$ cat config.mk
export PLATFORM = sky130hd
export DESIGN_NAME = crc6_over_word_flat
export DESIGN_NICKNAME = d
export VERILOG_FILES = /design/src/hdl/crc6w_pkg.sv /design/src/hdl/crc6w_if.sv /design/src/hdl/crc6w_stage.sv /design/src/hdl/crc6w_out_stage.sv /design/src/hdl/crc6_over_word.sv /design/src/flat_wrapper.sv
export SDC_FILE = /design/constraint.sdc
export NUM_CORES = 1
export LEC_CHECK = 0
export ABC_AREA = 1
export BUFFER_PORTS_ARGS = -buffer_cell sky130_fd_sc_hd__buf_4
export CORE_MARGIN = 2
export CORE_UTILIZATION = 33
export CTS_BUF_LIST = sky130_fd_sc_hd__clkbuf_4 sky130_fd_sc_hd__clkbuf_8
export DETAILED_ROUTE_END_ITERATION = 12
export PLACE_DENSITY = 0.54
export RECOVER_POWER = 25
export SLEW_MARGIN = 5
export SYNTH_ARGS = -nofsm -noshare
export SYNTH_HDL_FRONTEND = slang
export SYNTH_SLANG_ARGS = --single-unit
$ cat constraint.sdc
create_clock -name clk -period 3.4 [get_ports clk]
set_input_delay 1.02 -clock clk [delete_from_list [all_inputs] [get_ports clk]]
set_output_delay 1.02 -clock clk [all_outputs]
set_load 0.02 [all_outputs]
$ cat src/hdl/crc6w_pkg.sv
// package: widths, byte table and shared types of the 6-bit word check
`timescale 1ns / 1ps

package crc6w_pkg;

  localparam int unsigned WORD_W    = 32;
  localparam int unsigned BYTE_W    = 8;
  localparam int unsigned CHECK_W   = 6;
  localparam int unsigned NUM_BYTES = WORD_W / BYTE_W;

  // table rows for the single-bit indices, lsb first; the table is linear
  localparam logic [BYTE_W-1:0] BIT_COLUMN [BYTE_W] = '{
    8'h6c, 8'hd8, 8'hdc, 8'hd4, 8'hc4, 8'he4, 8'ha4, 8'h24
  };

  // item as it travels down the lookup stages
  typedef struct packed {
    logic [WORD_W-1:0]  data_word;
    logic [CHECK_W-1:0] received_check;
    logic [BYTE_W-1:0]  crc;
  } stage_data_t;

  // byte table lookup as an xor network
  function automatic logic [BYTE_W-1:0] byte_map(input logic [BYTE_W-1:0] idx);
    logic [BYTE_W-1:0] acc;
    acc = '0;
    for (int k = 0; k < BYTE_W; k++) begin
      if (idx[k]) begin
        acc = acc ^ BIT_COLUMN[k];
      end
    end
    return acc;
  endfunction

endpackage

$ cat src/hdl/crc6w_if.sv
// interfaces: input item channel and result item channel
`timescale 1ns / 1ps

interface crc6w_in_if
  import crc6w_pkg::*;
();
  logic               valid;
  logic               ready;
  logic [WORD_W-1:0]  data_word;
  logic [CHECK_W-1:0] received_check;

  modport source (output valid, output data_word, output received_check, input ready);
  modport sink   (input valid, input data_word, input received_check, output ready);
endinterface

interface crc6w_out_if
  import crc6w_pkg::*;
();
  logic               valid;
  logic               ready;
  logic [CHECK_W-1:0] check_value;
  logic               check_match;

  modport source (output valid, output check_value, output check_match, input ready);
  modport sink   (input valid, input check_value, input check_match, output ready);
endinterface

$ cat src/hdl/crc6w_stage.sv
// one byte lookup stage of the check pipeline
`timescale 1ns / 1ps

module crc6w_stage
  import crc6w_pkg::*;
#(
  parameter int unsigned BYTE_SEL = 0
) (
  input  logic        clk,
  input  logic        rst_n,
  input  logic        up_valid,
  output logic        up_ready,
  input  stage_data_t up_data,
  output logic        dn_valid,
  input  logic        dn_ready,
  output stage_data_t dn_data
);

  localparam int unsigned HI_BIT = WORD_W - 1 - BYTE_SEL * BYTE_W;

  logic        valid_r;
  stage_data_t data_r;
  stage_data_t data_nxt;

  // stage takes an item when empty or when its item moves on
  assign up_ready = !valid_r || dn_ready;

  // next byte folded into the running remainder
  always_comb begin
    data_nxt     = up_data;
    data_nxt.crc = byte_map(up_data.data_word[HI_BIT -: BYTE_W] ^ up_data.crc);
  end

  always_ff @(posedge clk) begin
    if (!rst_n) begin
      valid_r <= 1'b0;
    end else if (up_ready) begin
      valid_r <= up_valid;
    end
  end

  always_ff @(posedge clk) begin
    if (up_ready && up_valid) begin
      data_r <= data_nxt;
    end
  end

  assign dn_valid = valid_r;
  assign dn_data  = data_r;

endmodule

$ cat src/hdl/crc6w_out_stage.sv
// output register: final inversion and compare with the received check
`timescale 1ns / 1ps

module crc6w_out_stage
  import crc6w_pkg::*;
(
  input  logic        clk,
  input  logic        rst_n,
  input  logic        up_valid,
  output logic        up_ready,
  input  stage_data_t up_data,
  crc6w_out_if.source out_ch
);

  logic               valid_r;
  logic [CHECK_W-1:0] check_r;
  logic               match_r;
  logic [CHECK_W-1:0] check_nxt;
  logic               match_nxt;

  assign up_ready = !valid_r || out_ch.ready;

  // drop the two low remainder bits and invert
  assign check_nxt = ~up_data.crc[BYTE_W-1 -: CHECK_W];
  assign match_nxt = (check_nxt == up_data.received_check);

  always_ff @(posedge clk) begin
    if (!rst_n) begin
      valid_r <= 1'b0;
    end else if (up_ready) begin
      valid_r <= up_valid;
    end
  end

  always_ff @(posedge clk) begin
    if (up_ready && up_valid) begin
      check_r <= check_nxt;
      match_r <= match_nxt;
    end
  end

  assign out_ch.valid       = valid_r;
  assign out_ch.check_value = check_r;
  assign out_ch.check_match = match_r;

endmodule

$ cat src/hdl/crc6_over_word.sv
// crc6_over_word: 6-bit inverted check over a 32-bit word, pipelined
//
// in_ch carries a 32-bit data word and a 6-bit received check; an item is
// taken at a clock edge where valid and ready are both high. out_ch returns
// one result item per input item, in order: the computed 6-bit check and a
// flag that is high when it equals the received check.
// The word goes through four byte lookup stages, most significant byte
// first, then an output register that inverts and compares. Throughput is
// one item per cycle while out_ch.ready stays high, set by one table lookup
// per register stage.
// Each stage holds its own item with a valid bit; when the receiver drops
// out_ch.ready the stages fill up and in_ch.ready falls once all five are
// full, so nothing is lost or repeated. ready travels back combinationally.
// A synchronous reset (rst_n low) empties the pipeline; no item in flight
// is delivered afterwards. There is no configuration and no kept state.
`timescale 1ns / 1ps

module crc6_over_word
  import crc6w_pkg::*;
(
  input  logic        clk,
  input  logic        rst_n,
  crc6w_in_if.sink    in_ch,
  crc6w_out_if.source out_ch
);

  logic        stg_valid [NUM_BYTES+1];
  logic        stg_ready [NUM_BYTES+1];
  stage_data_t stg_data  [NUM_BYTES+1];

  // input item enters with an empty remainder
  assign stg_valid[0]               = in_ch.valid;
  assign in_ch.ready                = stg_ready[0];
  assign stg_data[0].data_word      = in_ch.data_word;
  assign stg_data[0].received_check = in_ch.received_check;
  assign stg_data[0].crc            = '0;

  // one lookup stage per byte
  for (genvar g = 0; g < NUM_BYTES; g++) begin : g_byte
    crc6w_stage #(
      .BYTE_SEL (g)
    ) u_stage (
      .clk      (clk),
      .rst_n    (rst_n),
      .up_valid (stg_valid[g]),
      .up_ready (stg_ready[g]),
      .up_data  (stg_data[g]),
      .dn_valid (stg_valid[g+1]),
      .dn_ready (stg_ready[g+1]),
      .dn_data  (stg_data[g+1])
    );
  end

  // result register
  crc6w_out_stage u_out (
    .clk      (clk),
    .rst_n    (rst_n),
    .up_valid (stg_valid[NUM_BYTES]),
    .up_ready (stg_ready[NUM_BYTES]),
    .up_data  (stg_data[NUM_BYTES]),
    .out_ch   (out_ch)
  );

endmodule

$ cat src/flat_wrapper.sv
// flat-port wrapper written by rule: the top's interface ports become plain ports
module crc6_over_word_flat import crc6w_pkg::*;
  (clk, rst_n, in_ch_valid, in_ch_data_word, in_ch_received_check, in_ch_ready, out_ch_valid, out_ch_check_value, out_ch_check_match, out_ch_ready);
  crc6w_in_if in_ch_i ();
  crc6w_out_if out_ch_i ();
  input  logic clk;
  input  logic rst_n;
  input wire logic [$bits(in_ch_i.valid)-1:0] in_ch_valid;
  input wire logic [$bits(in_ch_i.data_word)-1:0] in_ch_data_word;
  input wire logic [$bits(in_ch_i.received_check)-1:0] in_ch_received_check;
  output wire logic [$bits(in_ch_i.ready)-1:0] in_ch_ready;
  output wire logic [$bits(out_ch_i.valid)-1:0] out_ch_valid;
  output wire logic [$bits(out_ch_i.check_value)-1:0] out_ch_check_value;
  output wire logic [$bits(out_ch_i.check_match)-1:0] out_ch_check_match;
  input wire logic [$bits(out_ch_i.ready)-1:0] out_ch_ready;
  assign in_ch_i.valid = in_ch_valid;
  assign in_ch_i.data_word = in_ch_data_word;
  assign in_ch_i.received_check = in_ch_received_check;
  assign in_ch_ready = in_ch_i.ready;
  assign out_ch_valid = out_ch_i.valid;
  assign out_ch_check_value = out_ch_i.check_value;
  assign out_ch_check_match = out_ch_i.check_match;
  assign out_ch_i.ready = out_ch_ready;
  crc6_over_word u_core (.clk(clk), .rst_n(rst_n), .in_ch(in_ch_i), .out_ch(out_ch_i));
endmodule
==> reports/metrics.yaml, run 1 <==
run_status:
  status: "finished, final reports clean"
synth:
  synth_area_leaders: "edfxtp_1, nand2_1, inv_1"
  synth_area_um2: 4660
  synth_warnings: 0
  syn_nets: 487
  ys_seq_elements: 108
  yosysUniqueCellTypes: 13
  synth_top_area_cell: "edfxtp_1"
  syn_area_per_cell_um2: 10.5
  postSynthCellCount: 445
  yosysSeqAreaShare_pct: 68.5
  yosys.area.top_type_share_pct: 66.3
final_layout:
  fin_nets: 551
  areaGrowthSynthToFinish_pct: 17.5
  fin_area_um2: 5480
  antenna_cells: 0
  drive_above_1_share_pct: 14.6
critical_path:
  cp-startpoint: "out_ch_ready"
  r2r_end: "u_core.g_byte[0].u_stage.dn_data[10]"
  worstSetupEndpoint: "in_ch_ready"
  worstSetupPathType: "primary input to primary output"
  timing.rr.start: "u_core.u_out.out_ch.valid"
  r2r_slack_ps: 1740
  rr_worst_depth: 7
  worst_setup_path_start_kind: "primary input"
  critical_path_depth: 6
  cp_cell_sequence: "buf_4, nor2_2, nand3_1, nor2_1, nand2_1, buf_4"
  path_common_cell: "buf_4"
  endpoint_kind: "primary output"
  cp.buffers_inverters: 2
  worstPathRequired_ps: 2380
  path_delay_family: "simple AND/OR/NAND/NOR gates"
  cp_max_fo: 4
  cpMaxStageDelayCell: "buf_4"
  slowest_delay_ps: 160
  arrival_ps: 1800
timing:
  min_period_ps: 2820
  setup_viol: 0
  finalClockSkew_ps: 11.6
  hold_viol: 0
  fmax_mhz: 355
  relSlewSlack_pct: 45.4
  worst_pin_slew_ps: 818
  slew_viol_final: 0
  setup_tns_ps: 0
  rsz0062_at_grt: "no"
  post-route-period-util_pct: 83.0
grt:
  gr-total-overflow: 0
  grt_use_total_pct: 10.1
  grt_pass1_vias: 2733
  grt_antenna_before_repair: 0
  grt_max_degree: 37
  grt_pass1_wl_um: 11400
drt:
  drcViolationCount: 0
  dr.pass1.iters: 4
  wl_um: 6780
  vias: 2861
  wire_per_inst_um: 9.77
  antenna_left: 0
  drtIter0Drc: 128
  routed_via_density: 4.12
floorplanning:
  die_h_um: 123
  coreArea_um2: 13800
  initial_core_util_pct: 33.7
  die_width_um: 123
  row_count: 43
  die_area_um2: 15100
  io_pins: 51
clock_tree:
  root_buffer: "clkbuf_8"
  cts_hold_buf: 0
  cts_resized: 0
  clk_pin_slew_ps: 100
  post-cts-setup-buffer-count: 0
  insertion_delay_ps: 380
  htree_levels: 3
  cts-buffers-inserted: 9
  max-clock-path-buffers: 2
  cts.sinks: 108
  cts_tree: "built"
placed_design:
  place_hpwl_um: 4920
  post_dp_cell_area_um2: 5300
  gp_congestion: 0.777
  port_buffers: 50
flow_run:
  cap_violations: 0
power_and_ir_drop:
  pwr_density_cell_nw_per_um2: 506
  cell_internal_pwr_uw: 2030
  ir_worst_vdd_uv: 278
  seq_power_share_pct: 58.9
  leakagePower_uw: 0.00250
  swShare_pct: 26.8
  p_switching_uw: 744
  clockPowerShare_pct: 26.1
  comb_power_share_pct: 14.9
min_path:
  worstHoldPathType: "flip-flop to flip-flop"
## cell usage after synthesis
cell and n:
dfxtp_1 5, a21oi_1 4, or2_2 3, xnor2_1 5
xor2_1 28, nand3_1 17, inv_1 73, nand2_1 184
nor3_1 1, nor2_1 19, nor2_2 1, edfxtp_1 103
o21ai_0 2
## layout make-up
| cell class | count | area [um^2] |
|---|---|---|
| tap | 180 | 225 |
| timing repair buffer | 53 | 398 |
| inverter | 73 | 274 |
| sequential | 108 | 3190 |
| fill | 1315 | 8350 |
| clock buffer | 9 | 124 |
| clock inverter | 7 | 57.6 |
| multi-input combinational | 264 | 1210 |
## power groups by stage
stage / combinational [uW] / clock, uW / sequential (uW)
global placement: 411 / 0 / 1660
floorplan: 311 / 0 / 1660
finish: 414 / 724 / 1630
detailed placement: 420 / 0 / 1670
global route: 489 / 820 / 1650
CTS: 422 / 771 / 1640
## worst min path at each step
stage / start / end / slack (ps) / cells past startpoint
after floorplan: u_core.g_byte[0].u_stage.dn_data[10] / u_core.g_byte[1].u_stage.dn_data[10] / 400 / 0
after detailed placement: u_core.g_byte[0].u_stage.dn_data[20] / u_core.g_byte[1].u_stage.dn_data[20] / 400 / 0
after global placement: u_core.g_byte[2].u_stage.dn_data[12] / u_core.g_byte[3].u_stage.dn_data[12] / 400 / 0
final: u_core.g_byte[1].u_stage.dn_data[21] / u_core.g_byte[2].u_stage.dn_data[21] / 420 / 0
after CTS: u_core.g_byte[0].u_stage.dn_data[28] / u_core.g_byte[1].u_stage.dn_data[28] / 420 / 0
after global routing: u_core.g_byte[0].u_stage.dn_data[15] / u_core.g_byte[1].u_stage.dn_data[15] / 420 / 0
## through the flow
stage | instances | total power, uW | util (%) | hold WS, ps | worst slack (ps)
floorplan | 445 | 1970 | - | 400 | 554
CTS | 694 | 2830 | 39.6 | 419 | 572
global route | 694 | 2960 | 39.6 | 416 | 445
global placement | 678 | 2070 | 38.3 | 403 | 587
finish | 694 | 2770 | 39.6 | 417 | 579
detailed placement | 678 | 2090 | 38.3 | 405 | 577
## flip-flops by register name (all words and copies together) (netlist names)
name and flops:
u_core.u_out.out_ch.check_match 1, u_core.g_byte.u_stage.dn_valid 4, u_core.g_byte.u_stage.dn_data 96, u_core.u_out.out_ch.check_value 6, u_core.u_out.out_ch.valid 1
## cell usage in the layout (no fill, tap or decap)
master      Yosys  routed
clkinvlp_4      0       1
nand3_1        17      17
edfxtp_1      103     103
nand2_1       184     184
inv_8           0       2
nor3_1          1       1
o21ai_0         2       2
clkinv_4        0       1
inv_1          73      73
buf_4           0      46
or2_2           3       3
dfxtp_1         5       5
xnor2_1         5       5
nor2_1         19      18
xor2_1         28      28
clkbuf_8        0       9
clkinv_2        0       2
nor2_2          1       2
clkbuf_4        0       7
inv_6           0       1
a21oi_4         0       1
a21oi_1         4       3
## routing by layer
metal / GRT usage (%) / share of wire (%)
met1: 10.3 / 42
met2: 17.7 / 51
met3: 4.37 / 5.6
met4: 4.60 / 1.3
met5: 0 / 0
## cell families (layout without fill, tap and decap cells)
| group | Yosys count | after routing | synth area share (%) |
|---|---|---|---|
| xor+xnor | 33 | 33 | 6.20 |
| buf+inv | 73 | 142 | 5.88 |
| compound gates | 6 | 6 | 0.644 |
| flops | 108 | 108 | 68.5 |
| simple gates | 225 | 225 | 18.8 |
No activity file was read; power rests on OpenSTA's default activity.
==> run 2: changes to the inputs <==
- PLACE_DENSITY: 0.54 -> 0.52
- clock period: 3.4 -> 2.7 ns (I/O delays scaled with it)
==> reports/metrics.yaml, run 2 (synthesis gave the netlist of run 1 again) <==
clock_tree:
  insertion_delay_ps: 380  # about the same
  htree_levels: 3  # unchanged
  cts_resized: 0  # unchanged
  root_buffer: "clkbuf_8"
  cts-buffers-inserted: 9  # unchanged
  max-clock-path-buffers: 2  # unchanged
  cts_hold_buf: 0  # unchanged
  cts.sinks: 108  # unchanged
  clk_pin_slew_ps: 100  # about the same
  post-cts-setup-buffer-count: 0  # unchanged
  cts_tree: "built"
final_layout:
  layout_common_cells: "nand2_1, edfxtp_1, inv_1, buf_4, xor2_1"
  areaGrowthSynthToFinish_pct: 18.0
  fin_area_um2: 5500  # +0.41%
  drive_above_1_share_pct: 14.8  # +0.17 points
  fin_nets: 552  # +0.18%
  antenna_cells: 0  # unchanged
  final_cells: 695  # +0.14%
  final_common_cell: "nand2_1"
  largest_register_ffs: 96  # unchanged
critical_path:
  worstSetupPathType: "primary input to primary output"
  slowest_delay_ps: 160  # about the same
  cpMaxStageDelayCell: "buf_4"
  cp_max_fo: 4  # unchanged
  path_common_cell: "buf_4"
  endpoint_kind: "primary output"
  cp_cell_sequence: "buf_4, nor2_2, nand3_1, nor2_1, nand2_1, buf_4"
  worstPathRequired_ps: 1890  # -490 ps
  arrival_ps: 1600  # -200 ps
  worst_setup_path_start_kind: "primary input"
power_and_ir_drop:
  cell_internal_pwr_uw: 2580  # +27%
  leakagePower_uw: 0.00251  # +0.39%
  pwr_density_cell_nw_per_um2: 634  # +25%
  swShare_pct: 26.1  # -0.68 points
  clockPowerShare_pct: 26.0  # about the same
  seq_power_share_pct: 59.0  # about the same
  comb_power_share_pct: 15.0  # about the same
  finalPower_uw: 3490  # +26%
  ir_worst_vdd_uv: 255  # -8.4%
  p_switching_uw: 913  # +23%
timing:
  hold_slack_ps: 426  # +9.42 ps
  post-route-period-util_pct: 89.3
  relSlewSlack_pct: 65.4  # +20 points
  worst_pin_slew_ps: 518  # -300 ps
  finalClockSkew_ps: 8.70  # -2.91 ps
  setup_viol: 0  # unchanged
  hold_viol: 0  # unchanged
  min_period_ps: 2410
  rsz0062_at_grt: "no"
  fmax_mhz: 415
  setup_tns_ps: 0  # unchanged
  slew_viol_final: 0  # unchanged
drt:
  antenna_left: 0  # unchanged
  drtIter0Drc: 131  # +2.3%
  vias: 2861  # unchanged
  dr.pass1.iters: 4  # unchanged
  wire_per_inst_um: 9.61  # -1.7%
  drcViolationCount: 0  # unchanged
  wl_um: 6680  # -1.5%
  routed_via_density: 4.12  # -0.14%
floorplanning:
  coreArea_um2: 13800  # unchanged
  initial_core_util_pct: 33.7  # unchanged
  io_pins: 51  # unchanged
  die_h_um: 123  # unchanged
  die_width_um: 123  # unchanged
  row_count: 43  # unchanged
  die_area_um2: 15100  # unchanged
run_status:
  status: "finished, final reports clean"
placed_design:
  place_hpwl_um: 4940  # +0.46%
  dp.cells: 679  # +0.15%
  post_dp_cell_area_um2: 5320  # +0.38%
  port_buffers: 50  # unchanged
  gp_congestion: 0.799  # +2.9%
grt:
  grt_antenna_before_repair: 0  # unchanged
  grt_pass1_vias: 2737  # +0.15%
  gr-total-overflow: 0  # unchanged
  grt_max_degree: 37  # unchanged
  grt_pass1_wl_um: 11300  # -1.6%
  grt_use_total_pct: 9.98  # -0.12 points
min_path:
  worstHoldPathType: "flip-flop to flip-flop"
flow_run:
  cap_violations: 0  # unchanged
==> run 2: changes by cell type in the layout (fill, tap and decap cells not counted), sizes merged <==
cell	previous run	this run
buf	46	47
clkinv	3	1
clkbuf	16	18
==> run 2: worst paths after layout <==
check | start | depth (start not counted) | endpoint | slack, ps
setup / recovery | out_ch_ready | 6 | in_ch_ready | 290
hold / removal | u_core.g_byte[0].u_stage.dn_data[14] | 0 | u_core.g_byte[1].u_stage.dn_data[14] | 430
hold reg to reg | u_core.g_byte[0].u_stage.dn_data[14] | 0 | u_core.g_byte[1].u_stage.dn_data[14] | 430
setup reg to reg | u_core.u_out.out_ch.valid | 7 | u_core.g_byte[1].u_stage.dn_data[22] | 1190
==> run 2: area by class of cell <==
class	instances	area, um^2
Fill cell	1320	8320
Sequential cell	108	3190
Multi-Input combinational cell	264	1210
Timing Repair Buffer	54	418
Inverter	73	274
Tap cell	180	225
Clock buffer	11	139
Clock inverter	5	45.0
==> run 2: per-stage QoR <==
stage	worst slack, ps	utilization [%]
global route	212	39.8
finish	289	39.8
floorplan	64.3	-
detailed placement	286	38.5
global placement	306	38.5
CTS	281	39.8
==> run 2: critical path, delay by kind of cell <==
kind	cells	cell delay (ps)
and+or+nand+nor	4	520
buffers and inverters	2	270
==> run 2: power by group through the flow <==
stage,registers [uW],clock network [uW],logic (uW)
floorplan,2090,0,392
global placement,2100,0,523
detailed placement,2100,0,535
CTS,2060,965,536
global route,2080,1030,615
finish,2060,909,524
==> run 2: routing by layer <==
metal	wire length, um	track usage [%]	up-vias
li1	-	-	1528
met4	166	5.82	0
met3	384	3.67	11
met5	0	0	-
met2	3280	17.5	46
met1	2850	10.1	1276
